## src/hdl/ckmbf_pkg.sv

```systemverilog
package ckmbf_pkg;

  localparam int MaxLevelsLog = 10;
  localparam int EdgeW        = MaxLevelsLog + 1;
  localparam int CntW         = MaxLevelsLog;
  localparam int StoreDepth   = 2 << MaxLevelsLog;
  localparam int StoreAw      = $clog2(StoreDepth);
  localparam int HoldDepth    = MaxLevelsLog + 1;
  localparam int HoldAw       = $clog2(HoldDepth);

  localparam int LevelW = 4;
  localparam int PosW   = 10;
  localparam int PixW   = 32;
  localparam int ChanW  = 8;
  localparam int KeyW   = 24;
  localparam int SizeW  = 4;
  localparam int CfgIdxW   = 2;
  localparam int CfgDataW  = 24;

  localparam logic [ChanW-1:0] OpaqueAlpha = 8'hff;
  localparam logic [ChanW-1:0] ClearAlpha  = 8'h00;

  typedef enum logic [CfgIdxW-1:0] {
    CFG_SIZE_LOG2   = 2'd0,
    CFG_LEVEL_COUNT = 2'd1,
    CFG_KEY_COLOR   = 2'd2
  } cfg_reg_t;

  typedef enum logic [2:0] {
    ST_IDLE,
    ST_EMIT,
    ST_RD0,
    ST_RD1,
    ST_RD2
  } state_t;

  typedef struct packed {
    logic in_ready;
    logic load_out;
    logic out_last;
    logic store_we;
    logic hold_we;
    logic rd_first;
    logic capture_a;
    logic advance;
  } ctrl_t;

endpackage

```

## src/hdl/ckmbf_avg.sv

```systemverilog
module ckmbf_avg (
  input  logic [ckmbf_pkg::PixW-1:0] pix_a,
  input  logic [ckmbf_pkg::PixW-1:0] pix_b,
  input  logic [ckmbf_pkg::PixW-1:0] pix_c,
  input  logic [ckmbf_pkg::PixW-1:0] pix_d,
  output logic [ckmbf_pkg::PixW-1:0] pix_avg
);

  localparam int NumChan = ckmbf_pkg::PixW / ckmbf_pkg::ChanW;
  localparam int SumW    = ckmbf_pkg::ChanW + 2;

  always_comb begin
    logic [SumW-1:0] sum;
    pix_avg = '0;
    for (int c = 0; c < NumChan; c++) begin
      sum = SumW'(pix_a[c*ckmbf_pkg::ChanW +: ckmbf_pkg::ChanW])
          + SumW'(pix_b[c*ckmbf_pkg::ChanW +: ckmbf_pkg::ChanW])
          + SumW'(pix_c[c*ckmbf_pkg::ChanW +: ckmbf_pkg::ChanW])
          + SumW'(pix_d[c*ckmbf_pkg::ChanW +: ckmbf_pkg::ChanW]);
      pix_avg[c*ckmbf_pkg::ChanW +: ckmbf_pkg::ChanW] = sum[SumW-1:2];
    end
  end

endmodule

```

## config.mk

```make
export PLATFORM = sky130hd
export DESIGN_NAME = ckmbf_avg
export DESIGN_NICKNAME = d
export VERILOG_FILES = /design/src/hdl/ckmbf_pkg.sv /design/src/hdl/ckmbf_avg.sv
export SDC_FILE = /design/constraint.sdc
export NUM_CORES = 1
export LEC_CHECK = 0
export ABC_AREA = 1
export BUFFER_PORTS_ARGS = -buffer_cell sky130_fd_sc_hd__buf_2
export CAP_MARGIN = 20
export CORE_MARGIN = 2
export CORE_UTILIZATION = 53
export DETAILED_ROUTE_END_ITERATION = 8
export PLACE_DENSITY = 0.95
export SETUP_SLACK_MARGIN = 0.3
export SYNTH_ARGS = -nofsm -noshare
export SYNTH_HDL_FRONTEND = slang
export SYNTH_SLANG_ARGS = --single-unit
```

## constraint.sdc

```tcl
create_clock -name vclk -period 5.3
set_input_delay 0.795 -clock vclk [all_inputs]
set_output_delay 0.795 -clock vclk [all_outputs]
set_load 0.03 [all_outputs]
```

-- Word-level counts from Yosys, hierarchy flattened
Cells that the tools add are included.
W data, S select, Z words.
- bits in registers: 0
- input port bits: 128
- word-level logic and storage cells: 12
- add/subtract/negate cells: 12
- operator list (cell ; number):
    $add A10 B8 Y10 ; 4
    $add A9 B8 Y10 ; 4
    $add A8 B8 Y9 ; 4

-- Longest topological paths before layout
Gate-level depths: netlist of the first run.
- word-level depth: 3
- depth in mapped cells: 13

-- Worst setup path after synthesis of the first run
No wires, ideal clock.
- path kind: input to output
- start: input pix_a[25] (netlist name)
- end: output pix_avg[27] (netlist name)
- arrival: 3.078 ns
- required time: 4.505 ns
- slack: 1.427 ns
- stages on the path: 10
- buffers on the path: 0
- cells stage by stage: inv_1 fa_1 inv_1 fa_1 nand2_1 nor2_4 fa_1 nand3_1 nand2_2 xor2_1
- longest elaborated chain between the ends: 3
- ends and longest elaborated chain (item ; RTL line ; source):
    start: declaration ; ckmbf_avg.sv:2 ; input logic [ckmbf_pkg::PixW-1:0] pix_a,
    $add A8 B8 Y9 ; ckmbf_avg.sv:17 ; + SumW'(pix_b[c*ckmbf_pkg::ChanW +: ckmbf_pkg::ChanW])
    $add A9 B8 Y10 ; ckmbf_avg.sv:18 ; + SumW'(pix_c[c*ckmbf_pkg::ChanW +: ckmbf_pkg::ChanW])
    $add A10 B8 Y10 ; ckmbf_avg.sv:19 ; + SumW'(pix_d[c*ckmbf_pkg::ChanW +: ckmbf_pkg::ChanW]);
    end: declaration ; ckmbf_avg.sv:6 ; output logic [ckmbf_pkg::PixW-1:0] pix_avg
No other way between the ends.

-- Worst setup path in the final report of the first run
- start: input pix_a[17] (netlist name)
- end: output pix_avg[21] (netlist name)
The elaborated chain is that of the path after synthesis.

==> out/metrics.cfg, run 1 <==
[outcome]
status=complete, no violations

[setup_path]
cp_num_buf_inv=4
critPathArrivalTime_ps=3170
cpMaxStageDelayCell=fa_1
cp.required_ps=4510
worst-path-max-fanout=2
worstSetupStartpoint=pix_a[17]
critPathMaxStageDelay_ps=530
critPathCaptureType=output port
crit_type=in2out
crit_path_cell_trace=buf_2 > inv_1 > fa_1 > inv_1 > fa_1 > nand2_1 > nor2_4 > fa_1 > nand3_1 > nand2_1 > nand3_2 > nand3_1 > nand2_1 > buf_2
path_delay_family=adder cells
crit_path_start_kind=input pin

[min_path]
hp-class=in2out
min_path_cells=5
holdPathEnd=pix_avg[8]
min_from=pix_d[8]

[logic_synthesis]
synthesis.nets=679
yosys.area_share.simple_pct=16.92
ys_seq_area_share_pct=0
avgSynthCellArea_um2=6.992
synth_top_family_by_area=adder cells
syn_area_mm2=0.003209
ys_top_cells_by_area=fa_1 40%, inv_1 24%, ha_1 11%, nand2_1 9.7%, xor2_1 3.3%
yosys_warnings=0
synth_compound_gate_area_share_pct=4.288
yosys.area_share.adder_pct=50.84
yosys.area.top_type=fa_1
syn_inst=459
muxShareOfSynthArea_pct=0
ys_types=14
synth_xor_area_share_pct=3.275
yosys.area.top_type_share_pct=39.92

[finish]
layout.cells.non_filler=694
clock_buffers=0
final_common_cell=inv_1
regArea_um2=0
fillers=487
num_antenna_cells=0
nets=841
final_core_util_pct=69.73
final_cell_mix=209 x inv_1, 160 x buf_2, 83 x nand2_1
nFlopsAndLatches=0
drive_gt1_share_pct=28.76
areaGrowthSynthToFinish_pct=27.88

[power]
p_leak_uw=0.002897
vdd_drop_max_v=0.0002480
p_per_area_mw_per_mm2=316.4

[placement]
port_buffers=160
placed_cells=694
post-dp-hpwl_mm=7.219
routabilityCongestion=0.8017
pre_cts_ws_ps=1334

[sta]
rsz0062_at_grt=false
max_freq_mhz=252.4
tightest_slew_ps=212.9
setup_slack_ps=1337
setup_tns_ps=0
setup_viol=0
fin_crit_ps=3963
finalCritPeriodShare_pct=74.77
maxSlewViolCount=0
finalHoldViolations=0
slew_headroom_pct=85.81
hold_slack_ps=2178

[global_routing]
overflow=0
grt_pass1_wl_mm=12.15
grt_pass1_vias=3266
grt_usage_pct=22.54
grt_antenna_before_repair=0
grt_max_degree=6

[floorplan]
rows=28
start_util_pct=54.53
coreArea_mm2=0.005886
fp.dieH_um=81.82
io_pins=160
die_w_um=81.82
die_area_mm2=0.006694

[clocking]
postCtsSetupBuffers=0
postCtsHoldBufs=0
postCtsResizedCells=0

[route]
wire_per_inst_um=10.79
wirelength_mm=7.489
first_iter_violations=67
drc=0
vias=3125
first_pass_iters=4
avgViaCountPerCell=4.503
antenna_left=0

[flow_run]
cap_violations=0

through the flow:
| stage | total power (µW) | area, µm² |
|---|---|---|
| 6_report | 1299 | 4104 |
| 5_1_grt | 1440 | 4104 |
| 4_1_cts | 1305 | 4104 |
| 3_5_place_dp | 1300 | 4104 |
| 3_3_place_gp | 1249 | 4104 |
| 2_1_floorplan | 968.1 | 3209 |
worst max path at each step:
| stage | end | slack (ps) | depth (start not counted) |
|---|---|---|---|
| finish | pix_avg[21] | 1340 | 14 |
| global route | pix_avg[15] | 1150 | 15 |
| CTS | pix_avg[21] | 1330 | 14 |
| detailed placement | pix_avg[21] | 1330 | 14 |
| global placement | pix_avg[31] | 1380 | 15 |
| floorplan | pix_avg[27] | 1430 | 10 |
layout make-up:
cell class | instances | area (µm²) | area share (%)
Multi-Input combinational cell | 248 | 2417 | 58.90
Timing Repair Buffer | 160 | 800.8 | 19.51
Inverter | 211 | 792.0 | 19.30
Tap cell | 75 | 93.84 | 2.287
report_power, final:
group          internal (µW)  total (µW)  switching, µW  leakage [µW]
Clock                      0           0              0             0
Combinational            441        1300            858       0.00290
Sequential                 0           0              0             0
Total                    441        1300            858       0.00290
kinds of logic after synthesis:
| kind of cell | Yosys count |
|---|---|
| compound gates | 24 |
| xor+xnor | 12 |
| fa+ha+maj | 92 |
| buf+inv | 211 |
| simple gates | 120 |
synth_stat cells:
library cell	instances
clkinv_1	2
a21oi_2	2
nand3_1	17
nand3_2	3
nor2_4	4
nor2_1	4
nand2_2	9
fa_1	64
inv_1	209
a21o_1	4
ha_1	28
a21oi_1	18
nand2_1	83
xor2_1	12
metal layers:
layer | up-vias | GRT usage [%] | share of wire, % | wire length [µm]
li1 | 1564 | - | - | -
met4 | 0 | 7.167 | 2.2 | 163
met3 | 16 | 1.978 | 5.2 | 386
met2 | 100 | 49.76 | 60 | 4501
met5 | - | 0 | 0 | 0
met1 | 1445 | 20.53 | 33 | 2437
No activity file was read; power rests on OpenSTA's default activity.
==> run 2: changes to the inputs <==
- CORE_UTILIZATION: 53 -> 49
- PLACE_DENSITY: 0.95 -> 0.94
- clock period: 5.3 -> 4.1 ns (I/O delays scaled with it)
==> out/metrics.cfg, run 2 (same netlist as run 1, synthesis figures left out) <==
[finish]
clock_buffers=0  ; unchanged
final_common_cell=inv_1
drive_gt1_share_pct=28.76  ; unchanged
nets=841  ; unchanged
areaGrowthSynthToFinish_pct=27.95  ; about the same
final_cell_mix=209 x inv_1, 160 x buf_2, 83 x nand2_1
final_core_util_pct=64.67  ; -5.1 points
regArea_um2=0  ; unchanged
num_antenna_cells=0  ; unchanged
nFlopsAndLatches=0  ; unchanged

[floorplan]
fp.dieH_um=84.93  ; +3.8%
coreArea_mm2=0.006350  ; +7.9%
io_pins=160  ; unchanged
start_util_pct=50.54  ; -4.0 points
rows=29  ; +3.6%
die_area_mm2=0.007213  ; +7.8%
die_w_um=84.93  ; +3.8%

[sta]
setup_tns_ps=0  ; unchanged
finalHoldViolations=0  ; unchanged
setup_viol=0  ; unchanged
maxSlewViolCount=0  ; unchanged
max_freq_mhz=271.0
finalCritPeriodShare_pct=90.02
rsz0062_at_grt=false
fin_crit_ps=3691
tightest_slew_ps=249.0  ; +36.10 ps
slew_headroom_pct=83.40  ; -2.4 points

[clocking]
postCtsSetupBuffers=0  ; unchanged
postCtsHoldBufs=0  ; unchanged
postCtsResizedCells=0  ; unchanged

[setup_path]
crit_type=in2out
cp.required_ps=3480  ; -1030 ps
crit_path_start_kind=input pin
worst-path-max-fanout=2  ; unchanged
critPathCaptureType=output port
critPathArrivalTime_ps=3080  ; -90 ps

[route]
wirelength_mm=7.403  ; -1.1%
drc=0  ; unchanged
top_layer=met4
antenna_left=0  ; unchanged
vias=3200  ; +2.4%
drt-met1-wl_mm=2.560  ; +5.0%
wire_per_inst_um=10.64  ; -1.4%
avgViaCountPerCell=4.598  ; +2.1%
wl_met3_um=376  ; -2.6%
first_pass_iters=4  ; unchanged
first_iter_violations=72  ; +7.5%
wl_met2_mm=4.211  ; -6.4%

[power]
p_leak_uw=0.002897  ; unchanged
total_power_uw=1684  ; +30%
vdd_drop_max_v=0.0003335  ; +35%
p_per_area_mw_per_mm2=410.1  ; +30%

[global_routing]
grt_pass1_wl_mm=12.60  ; +3.7%
grt_usage_pct=20.48  ; -2.1 points
grt_pass1_vias=3351  ; +2.6%
overflow=0  ; unchanged
grt_max_degree=6  ; unchanged
grt_antenna_before_repair=0  ; unchanged

[outcome]
status=complete, no violations

[placement]
routabilityCongestion=0.8461  ; +5.5%
post-dp-hpwl_mm=7.076  ; -2.0%
port_buffers=160  ; unchanged

[min_path]
hp-class=in2out

[flow_run]
cap_violations=0  ; unchanged

==> run 2: path summary, 6_finish.rpt <==
check | start | depth (start not counted) | end
setup / recovery | pix_a[25] | 15 | pix_avg[31]
hold / removal | pix_d[0] | 5 | pix_avg[0]
==> run 2: cell type report <==
cell class                 instances  area, µm²
multi-input combinational        248       2417
timing repair buffer             160      800.8
tap                               77      96.34
fill                             580       2243
inverter                         211      792.0
==> run 2: routing by layer <==
layer | track usage (%) | vias to the layer above
li1 | - | 1562
met1 | 21.33 | 1506
met2 | 41.59 | 106
met3 | 1.848 | 26
met4 | 7.792 | 0
met5 | 0 | -
==> run 2: worst max-delay path: stages <==
cell     delay (ps)
buf_2            90
inv_1            50
fa_1            550
inv_1            60
fa_1            430
nand2_1         120
nor2_4           50
fa_1            460
nand3_1         120
nand2_2          80
nand2_2          70
nand2_1          70
nand3_1          80
nand2_1          60
buf_2           180
==> run 2: power breakdown <==
group | internal (µW) | total [µW] | switching (µW)
combinational | 566 | 1680 | 1120
clock | 0 | 0 | 0
sequential | 0 | 0 | 0
total | 566 | 1680 | 1120
==> run 2: through the flow <==
stage | std cells | worst slack [ps] | hold slack, ps | area (µm²)
3_3_place_gp | 696 | 520.0 | 1814 | 4106
2_1_floorplan | 459 | 586.9 | 1696 | 3209
5_1_grt | 696 | 318.5 | 1866 | 4106
4_1_cts | 696 | 404.7 | 1837 | 4106
3_5_place_dp | 696 | 405.0 | 1834 | 4106
6_report | 696 | 409.4 | 1828 | 4106
==> run 3: changes to the inputs <==
- BUFFER_PORTS_ARGS: -buffer_cell sky130_fd_sc_hd__buf_2 -> default
- CORE_UTILIZATION: 49 -> 60
- DONT_BUFFER_PORTS: default -> 1
- PLACE_DENSITY: 0.94 -> 0.85
==> out/metrics.cfg, run 3 (same netlist as run 1, synthesis figures left out) <==
[outcome]
status=complete, no violations

[finish]
nets=689  ; -18%
regArea_um2=0  ; unchanged
final_common_cell=inv_1
num_antenna_cells=0  ; unchanged
fin_area_mm2=0.003357  ; -18%
clock_buffers=0  ; unchanged
layout.cells.non_filler=537  ; -23%
nFlopsAndLatches=0  ; unchanged
final_core_util_pct=65.31  ; +0.64 points
areaGrowthSynthToFinish_pct=4.600
final_cell_mix=209 x inv_1, 83 x nand2_1, 64 x fa_1
drive_gt1_share_pct=5.567  ; -23 points

[floorplan]
coreArea_mm2=0.005140  ; -19%
start_util_pct=62.44  ; +12 points
die_area_mm2=0.005950  ; -18%
die_w_um=77.14  ; -9.2%
rows=26  ; -10%
fp.dieH_um=77.14  ; -9.2%
io_pins=160  ; unchanged

[power]
p_leak_uw=0.002302  ; -21%
vdd_drop_max_v=0.0003044  ; -8.7%
p_per_area_mw_per_mm2=457.2  ; +11%

[setup_path]
worst-path-max-fanout=4  ; +2
crit_type=in2out
critPathArrivalTime_ps=2930  ; -150 ps
cp.required_ps=3480  ; about the same
critPathCaptureType=output port
crit_path_start_kind=input pin

[placement]
post-dp-hpwl_mm=6.161  ; -13%
placed_cell_area_mm2=0.003357  ; -18%
placed_cells=537  ; -23%
port_buffers=0  ; -100%
routabilityCongestion=0.7949  ; -6.1%

[clocking]
postCtsSetupBuffers=0  ; unchanged
postCtsHoldBufs=0  ; unchanged
postCtsResizedCells=0  ; unchanged

[global_routing]
grt_antenna_before_repair=0  ; unchanged
grt_max_degree=6  ; unchanged
grt_pass1_wl_mm=10.81  ; -14%
grt_pass1_vias=2666  ; -20%
grt_usage_pct=21.94  ; +1.5 points
overflow=0  ; unchanged

[route]
first_iter_violations=44  ; -39%
wire_per_inst_um=11.66  ; +9.6%
first_pass_iters=5  ; +1
avgViaCountPerCell=4.732  ; +2.9%
drc=0  ; unchanged
vias=2541  ; -21%
wirelength_mm=6.260  ; -15%
antenna_left=0  ; unchanged

[sta]
fin_crit_ps=3549  ; -141.2 ps
setup_tns_ps=0  ; unchanged
maxSlewViolCount=0  ; unchanged
tightest_slew_ps=670.1  ; +421.1 ps
finalCritPeriodShare_pct=86.57  ; -3.4 points
setup_viol=0  ; unchanged
slew_headroom_pct=55.18  ; -28 points
finalHoldViolations=0  ; unchanged
max_freq_mhz=281.7  ; +4.0%
rsz0062_at_grt=false

[flow_run]
cap_violations=0  ; unchanged

[min_path]
min_path_cells=5  ; unchanged
min_from=pix_d[0]
hp-class=in2out
holdPathEnd=pix_avg[2]

==> run 3: power by group <==
group          total (µW)  leakage [µW]  switching [µW]  internal, µW
Sequential              0             0               0             0
Clock                   0             0               0             0
Combinational        1530       0.00230            1050           481
Total                1530       0.00230            1050           481
==> run 3: metal layers <==
layer / vias to the layer above / wire length [µm] / track usage [%]
met3: 8 / 443 / 4.000
met5: - / 0 / 0
met2: 113 / 3522 / 44.61
met1: 1158 / 2205 / 23.53
met4: 0 / 89 / 3.214
li1: 1262 / - / -
==> run 3: critical path: stages <==
cell and delay (ps):
inv_1 40, fa_1 520, fa_1 520, inv_1 40, ha_1 340, a21oi_1 210, nand2_2 90, xor2_1 540
==> run 3: metrics by stage <==
| stage | total power, µW | worst slack (ps) | hold WS [ps] |
|---|---|---|---|
| global route | 1708 | 458.0 | 1772 |
| CTS | 1549 | 528.9 | 1733 |
| finish | 1535 | 550.6 | 1735 |
| global placement | 1493 | 625.6 | 1724 |
| detailed placement | 1542 | 533.1 | 1731 |
| floorplan | 1251 | 586.9 | 1696 |
==> run 3: layout make-up <==
cell class,count,area [µm²]
Multi-Input combinational cell,248,2417
Tap cell,70,87.58
Timing Repair Buffer,8,60.06
Fill cell,462,1783
Inverter,211,792.0
==> run 3: worst max path at each step <==
stage	slack (ps)	start	endpoint
floorplan	590	pix_a[25]	pix_avg[27]
global placement	630	pix_a[25]	pix_avg[31]
detailed placement	530	pix_a[3]	pix_avg[2]
CTS	530	pix_a[3]	pix_avg[2]
global route	460	pix_a[3]	pix_avg[2]
finish	550	pix_a[3]	pix_avg[2]
